### src/design/ile_pkg.sv
// ----------------------------------------------------------------------------
// ile_pkg
// Request and status codes, sequencer states and the result bundle.
// ----------------------------------------------------------------------------
`default_nettype none

package ile_pkg;

  localparam int POS_W   = 10;
  localparam int VALUE_W = 32;
  localparam int COUNT_W = 11;

  typedef enum logic [2:0] {
    REQ_READ   = 3'd0,
    REQ_WRITE  = 3'd1,
    REQ_APPEND = 3'd2,
    REQ_INSERT = 3'd3,
    REQ_REMOVE = 3'd4
  } req_t;

  typedef enum logic [1:0] {
    ST_OK     = 2'd0,
    ST_BADPOS = 2'd1,
    ST_FULL   = 2'd2
  } status_t;

  typedef enum logic [2:0] {
    S_IDLE,
    S_READ,
    S_ISHIFT,
    S_PUT,
    S_RSHIFT,
    S_FINISH
  } state_t;

  typedef struct packed {
    logic [VALUE_W-1:0] read_value;
    status_t            status;
    logic [COUNT_W-1:0] item_count;
  } result_t;

endpackage

`default_nettype wire

### src/design/ile_seq.sv
// ----------------------------------------------------------------------------
// ile_seq
// Request sequencer: checks, item count and the read/write-back shift passes.
// ----------------------------------------------------------------------------
`default_nettype none

module ile_seq #(
  parameter int MAX_ENTRIES = 1024,
  parameter int ITEM_WIDTH  = 32
) (
  input  logic                           clk,
  input  logic                           rst,
  input  logic                           in_valid,
  output logic                           in_ready,
  input  logic [2:0]                     req_type,
  input  logic [ile_pkg::POS_W-1:0]      position,
  input  logic [ile_pkg::VALUE_W-1:0]    item_value,
  output logic                           res_valid,
  input  logic                           res_ready,
  output ile_pkg::result_t               res,
  output logic                           mem_we,
  output logic [$clog2(MAX_ENTRIES)-1:0] mem_waddr,
  output logic [ITEM_WIDTH-1:0]          mem_wdata,
  output logic                           mem_re,
  output logic [$clog2(MAX_ENTRIES)-1:0] mem_raddr,
  input  logic [ITEM_WIDTH-1:0]          mem_rdata
);

  localparam int AW   = $clog2(MAX_ENTRIES);
  localparam int CW   = $clog2(MAX_ENTRIES + 1);
  localparam int CMPW = (CW > ile_pkg::POS_W) ? CW : ile_pkg::POS_W;

  ile_pkg::state_t             state, state_next;
  logic [CW-1:0]               count, count_next;
  logic [AW-1:0]               widx, widx_next;
  logic [AW-1:0]               pos_r, pos_next;
  logic [ITEM_WIDTH-1:0]       val_r, val_next;
  logic [ile_pkg::VALUE_W-1:0] res_value, res_value_next;
  ile_pkg::status_t            res_status, res_status_next;

  logic          pos_bad;
  logic          full;
  logic          remove_last;
  logic [AW-1:0] addr_pos;

  // compare at the wider of the two widths so no position bits are lost
  assign pos_bad     = CMPW'(position) >= CMPW'(count);
  assign full        = count == CW'(MAX_ENTRIES);
  assign remove_last = (CMPW'(position) + CMPW'(1)) == CMPW'(count);
  assign addr_pos    = AW'(position);

  always_ff @(posedge clk) begin
    if (rst) begin
      state <= ile_pkg::S_IDLE;
      count <= '0;
    end else begin
      state <= state_next;
      count <= count_next;
    end
  end

  always_ff @(posedge clk) begin
    widx       <= widx_next;
    pos_r      <= pos_next;
    val_r      <= val_next;
    res_value  <= res_value_next;
    res_status <= res_status_next;
  end

  always_comb begin
    state_next      = state;
    count_next      = count;
    widx_next       = widx;
    pos_next        = pos_r;
    val_next        = val_r;
    res_value_next  = res_value;
    res_status_next = res_status;
    mem_we          = 1'b0;
    mem_waddr       = widx;
    mem_wdata       = mem_rdata;
    mem_re          = 1'b0;
    mem_raddr       = widx;
    in_ready        = state == ile_pkg::S_IDLE;
    res_valid       = state == ile_pkg::S_FINISH;

    case (state)
      ile_pkg::S_IDLE: begin
        if (in_valid) begin
          pos_next        = addr_pos;
          val_next        = ITEM_WIDTH'(item_value);
          res_value_next  = '0;
          res_status_next = ile_pkg::ST_OK;
          state_next      = ile_pkg::S_FINISH;
          case (ile_pkg::req_t'(req_type))
            ile_pkg::REQ_READ: begin
              if (pos_bad) begin
                res_status_next = ile_pkg::ST_BADPOS;
              end else begin
                mem_re     = 1'b1;
                mem_raddr  = addr_pos;
                state_next = ile_pkg::S_READ;
              end
            end
            ile_pkg::REQ_WRITE: begin
              if (pos_bad) begin
                res_status_next = ile_pkg::ST_BADPOS;
              end else begin
                mem_we    = 1'b1;
                mem_waddr = addr_pos;
                mem_wdata = ITEM_WIDTH'(item_value);
              end
            end
            ile_pkg::REQ_APPEND: begin
              if (full) begin
                res_status_next = ile_pkg::ST_FULL;
              end else begin
                mem_we     = 1'b1;
                mem_waddr  = AW'(count);
                mem_wdata  = ITEM_WIDTH'(item_value);
                count_next = count + CW'(1);
              end
            end
            ile_pkg::REQ_INSERT: begin
              if (pos_bad) begin
                res_status_next = ile_pkg::ST_BADPOS;
              end else if (full) begin
                res_status_next = ile_pkg::ST_FULL;
              end else begin
                // walk from the tail down, moving each item up one place
                mem_re     = 1'b1;
                mem_raddr  = AW'(count - CW'(1));
                widx_next  = AW'(count);
                state_next = ile_pkg::S_ISHIFT;
              end
            end
            ile_pkg::REQ_REMOVE: begin
              if (pos_bad) begin
                res_status_next = ile_pkg::ST_BADPOS;
              end else if (remove_last) begin
                count_next = count - CW'(1);
              end else begin
                mem_re     = 1'b1;
                mem_raddr  = addr_pos + AW'(1);
                widx_next  = addr_pos;
                state_next = ile_pkg::S_RSHIFT;
              end
            end
            default: ;
          endcase
        end
      end
      ile_pkg::S_READ: begin
        res_value_next = ile_pkg::VALUE_W'(mem_rdata);
        state_next     = ile_pkg::S_FINISH;
      end
      ile_pkg::S_ISHIFT: begin
        // write lands two entries above the next read, no overlap
        mem_we    = 1'b1;
        mem_waddr = widx;
        mem_wdata = mem_rdata;
        if ((widx - AW'(1)) == pos_r) begin
          state_next = ile_pkg::S_PUT;
        end else begin
          mem_re    = 1'b1;
          mem_raddr = widx - AW'(2);
          widx_next = widx - AW'(1);
        end
      end
      ile_pkg::S_PUT: begin
        mem_we     = 1'b1;
        mem_waddr  = pos_r;
        mem_wdata  = val_r;
        count_next = count + CW'(1);
        state_next = ile_pkg::S_FINISH;
      end
      ile_pkg::S_RSHIFT: begin
        mem_we    = 1'b1;
        mem_waddr = widx;
        mem_wdata = mem_rdata;
        if ((CW'(widx) + CW'(2)) == count) begin
          count_next = count - CW'(1);
          state_next = ile_pkg::S_FINISH;
        end else begin
          mem_re    = 1'b1;
          mem_raddr = widx + AW'(2);
          widx_next = widx + AW'(1);
        end
      end
      ile_pkg::S_FINISH: begin
        if (res_ready) begin
          state_next = ile_pkg::S_IDLE;
        end
      end
      default: begin
        state_next = ile_pkg::S_IDLE;
      end
    endcase
  end

  assign res.read_value = res_value;
  assign res.status     = res_status;
  assign res.item_count = ile_pkg::COUNT_W'(count);

endmodule

`default_nettype wire

### config.mk
export PLATFORM = sky130hd
export DESIGN_NAME = ile_seq
export DESIGN_NICKNAME = d
export VERILOG_FILES = /design/src/design/ile_pkg.sv /design/src/design/ile_seq.sv
export SDC_FILE = /design/constraint.sdc
export NUM_CORES = 1
export LEC_CHECK = 0
export ABC_AREA = 1
export CAP_MARGIN = 15
export CORE_MARGIN = 2
export CORE_UTILIZATION = 51
export DETAILED_ROUTE_END_ITERATION = 7
export DONT_BUFFER_PORTS = 1
export PLACE_DENSITY = 0.62
export SKIP_LAST_GASP = 1
export SLEW_MARGIN = 20
export SYNTH_ARGS = -nofsm -noshare
export SYNTH_HDL_FRONTEND = slang
export SYNTH_SLANG_ARGS = --single-unit
### constraint.sdc
create_clock -name clk -period 6 [get_ports clk]
set_clock_uncertainty 0.15 [all_clocks]
set_input_delay 0.9 -clock clk [delete_from_list [all_inputs] [get_ports clk]]
set_output_delay 0.9 -clock clk [all_outputs]
set_load 0.01 [all_outputs]
==> summary.txt <==
Status
  – Status: finished, final reports clean

Yosys
  – Synth cell types: 37
  – Register area share after synthesis: 0.336
  – Post-synth design cell area: 0.00851 mm2
  – Post-Synthesis Cells: between 1000 and 1500
  – Post-synthesis register bit count: 100
  – Warnings, synthesis: 0
  – Mapped Avg Cell Area: 6.46 um2
  – Syn Nets: around 1400

STA
  – Fmax: 191 MHz
  – Setup ws final: around 0.76 ns
  – Slew Viols, Final: 0
  – Final Hold Viols: 0
  – Worst-margin pin slew: between 1 and 1.5 ns
  – RSZ-0062 raised after global routing: false
  – Slew HR: 0.281
  – Final Cycle Share: 0.873
  – Minimum clock period: approximately 5.2 ns
  – Hold slack final: slightly above 0.4 ns
  – Endpoints failing setup: 0
  – Total negative slack: 0 ns

Clocking
  – TritonCTS Buffers: 9
  – CTS Buffer Depth: 2
  – Sink Count: 100
  – CTS root buf: clkbuf_16
  – PostCTS Resize Cnt: 0
  – Post-CTS Setup Bufs: 0
  – Post-CTS Hold Buffers: 0
  – CTS tree: done
  – Clock transition at path regs: approximately 0.080 ns
  – H-tree levels: 3
  – Clk Latency, worst-skew pair: ~0.37 ns

Hold path
  – Hold crit path type: flop to flop
  – Hold_sp: state[2]$_SDFFE_PP0P_
  – Hold Path Cell Cnt: 2

Worst setup path
  – CP Launch Type: flop
  – FF-to-FF path depth: 15
  – Critical path arrival: 4.19 ns
  – Crit-path max FO: 15
  – Crit. End Element: output pin
  – Crit Path Category: flop to output pin
  – Critical path required time: 4.95 ns
  – Critical R2R Capture: widx[4]$_DFFE_PP_
  – Worst setup path startpoint: widx[1]$_DFFE_PP_
  – RR Startpoint: widx[1]$_DFFE_PP_
  – FF-to-FF setup slack: roughly 2 ns
  – Worst setup path endpoint: mem_raddr[2]

Detailed routing
  – Detail Route Antenna Nets: 0
  – DR vias/cell: 5.95
  – Avg WL per Cell: 20.6 um
  – Overall via count from detail_route: around 9000
  – Initial DRC Count: 1178
  – Pre-antenna DRT Iters: 6
  – Number of remaining DRC errors: 0
  – Final wirelength: 31100 um

Place
  – Routability congestion estimate: 1.03
  – DPL Wire Length: around 23000 um
  – DP Worst Slack: 1.33 ns
  – IO Port Bufs: 0

Power and ir drop
  – Pwr/cell area: 513 mW/mm2
  – Leak: 4.09 nW
  – Max VDD drop: 295 uV

Global routing
  – Largest net degree at the start of global routing: 47
  – Global-route wire length before repair: 47200 um
  – Vias in the first global route: 8056
  – GRT overflow: 0
  – Initial antenna violation count: 0
  – GRT Total Usage: 0.343

Job
  – Maxcap violations: 0

Floorplanning
  – Core area: 0.0165 mm2
  – Die Area: approximately 0.018 mm2
  – Ports: 182
  – Initial Util: 0.517
  – Chip height: 133 um
  – Die Span X: 133 um
  – # rows: 47

Finish
  – Final nets: around 1400
  – Area Growth Syn to Fin: 6.29%
  – Antenna Cells: 0
  – Share of cells above drive strength 1: 0.0418
where the power goes:
part	total, mW	internal, mW	switching [mW]	leakage (nW)
Combinational	2.55	0.706	1.84	2.99
Sequential	1.46	1.11	0.354	0.951
Clock	0.629	0.302	0.327	0.151
logic make-up after synthesis:
| group | synth area share |
|---|---|
| DFF | 0.336 |
| buffers and inverters | 0.109 |
| adders and majority gates | 0.0265 |
| AOI/OAI and AO/OA | 0.149 |
| and+or+nand+nor | 0.353 |
| xor gates and xnor gates | 0.0268 |
cells in the mapped netlist:
cell type  number  area [um2]
dfxtp_1        14         280
edfxtp_1       86        2580
and2_1          1        6.26
o311ai_0        2        17.5
xor2_1         21         184
nor2_2          3        18.8
o31ai_1         1        7.51
a31oi_1         2        12.5
nor3_1         18        90.1
inv_1         161         604
inv_2           6        22.5
or2_2           1        6.26
a21boi_0        2        15.0
o21a_1          2        15.0
nand2_2         2        12.5
o21ai_0        54         270
o22ai_1         3        18.8
a21oi_1        74         370
o21ai_1         1        5.00
nand4_1        18         113
nor2_4          1        11.3
ha_1           18         225
buf_1           2        7.51
buf_2          16        80.1
a211oi_1        2        15.0
nand3_1       128         641
nor2_1        151         567
o211ai_1       19         143
nor4_1          3        18.8
nand2_1       396        1490
nand3b_1        4        30.0
xnor2_1         5        43.8
a22oi_1         1        7.51
o21bai_1        3        22.5
clkbuf_1       43         161
clkinv_1       13        48.8
o221ai_1       40         350
worst min-delay path by stage:
stage                                       end  slack [ns]
after floorplan           state[2]$_SDFFE_PP0P_        0.33
after global placement    state[2]$_SDFFE_PP0P_        0.39
after detailed placement  state[2]$_SDFFE_PP0P_        0.39
after CTS                 state[2]$_SDFFE_PP0P_        0.40
after global routing      state[2]$_SDFFE_PP0P_        0.44
final                     state[2]$_SDFFE_PP0P_        0.41
critical path, stage by stage, from the launching register on:
cell      delay, ns
edfxtp_1       0.60
clkinv_1       0.48
ha_1           0.36
nand2_1        0.21
nand2_1        0.14
nor3_1         0.26
nor2_1         0.11
nand2_1        0.07
nand2_1        0.06
nor2_1         0.12
nand3_1        0.45
nand2_1        0.37
nand2_1        0.08
o21ai_0        0.07
a21boi_0       0.27
nand2_1        0.18
cells in the final DEF, fill, tap and decap left out, drive strengths merged:
| cell | n |
|---|---|
| ha | 18 |
| o211ai | 19 |
| inv | 171 |
| a31oi | 2 |
| a21boi | 2 |
| clkinv | 16 |
| a21oi | 74 |
| nand3 | 128 |
| xor2 | 21 |
| buf | 19 |
| and2 | 1 |
| nor3 | 18 |
| o21a | 2 |
| dfxtp | 14 |
| o221ai | 40 |
| o21bai | 3 |
| clkbuf | 9 |
| nor4 | 3 |
| edfxtp | 86 |
| xnor2 | 5 |
| o31ai | 1 |
| nand3b | 4 |
| nand4 | 18 |
| nor2 | 155 |
| o21ai | 55 |
| or2 | 1 |
| a22oi | 1 |
| o311ai | 2 |
| nand2 | 398 |
| a211oi | 2 |
| o22ai | 3 |
layer usage:
metal	track usage	wire length, um	vias to the layer above
li1	-	-	4303
met1	0.503	13500	4124
met2	0.507	13400	526
met3	0.0887	3600	45
met4	0.0845	567	0
met5	0	0	-
area by class of cell:
class | count | area (um2)
Clock buffer | 9 | 225
Sequential cell | 100 | 2860
Inverter | 180 | 676
Tap cell | 220 | 275
Fill cell | 1672 | 7420
Clock inverter | 7 | 86.3
Timing Repair Buffer | 19 | 163
Multi-Input combinational cell | 976 | 4760
stage by stage:
step	utilization	std cells	cell area, um2	power [mW]
2_1_floorplan	-	1317	8510	3.19
3_3_place_gp	0.529	1494	8710	3.94
3_5_place_dp	0.529	1494	8710	3.93
4_1_cts	0.548	1510	9020	4.56
5_1_grt	0.549	1511	9050	4.94
6_report	0.549	1511	9050	4.64
registers in the layout, summed over array words and instances (netlist names):
name	cells
state	3
count	11
val_r	32
pos_r	10
widx	10
res_status	2
res_value	32
Power figures use the tool's default switching activity.
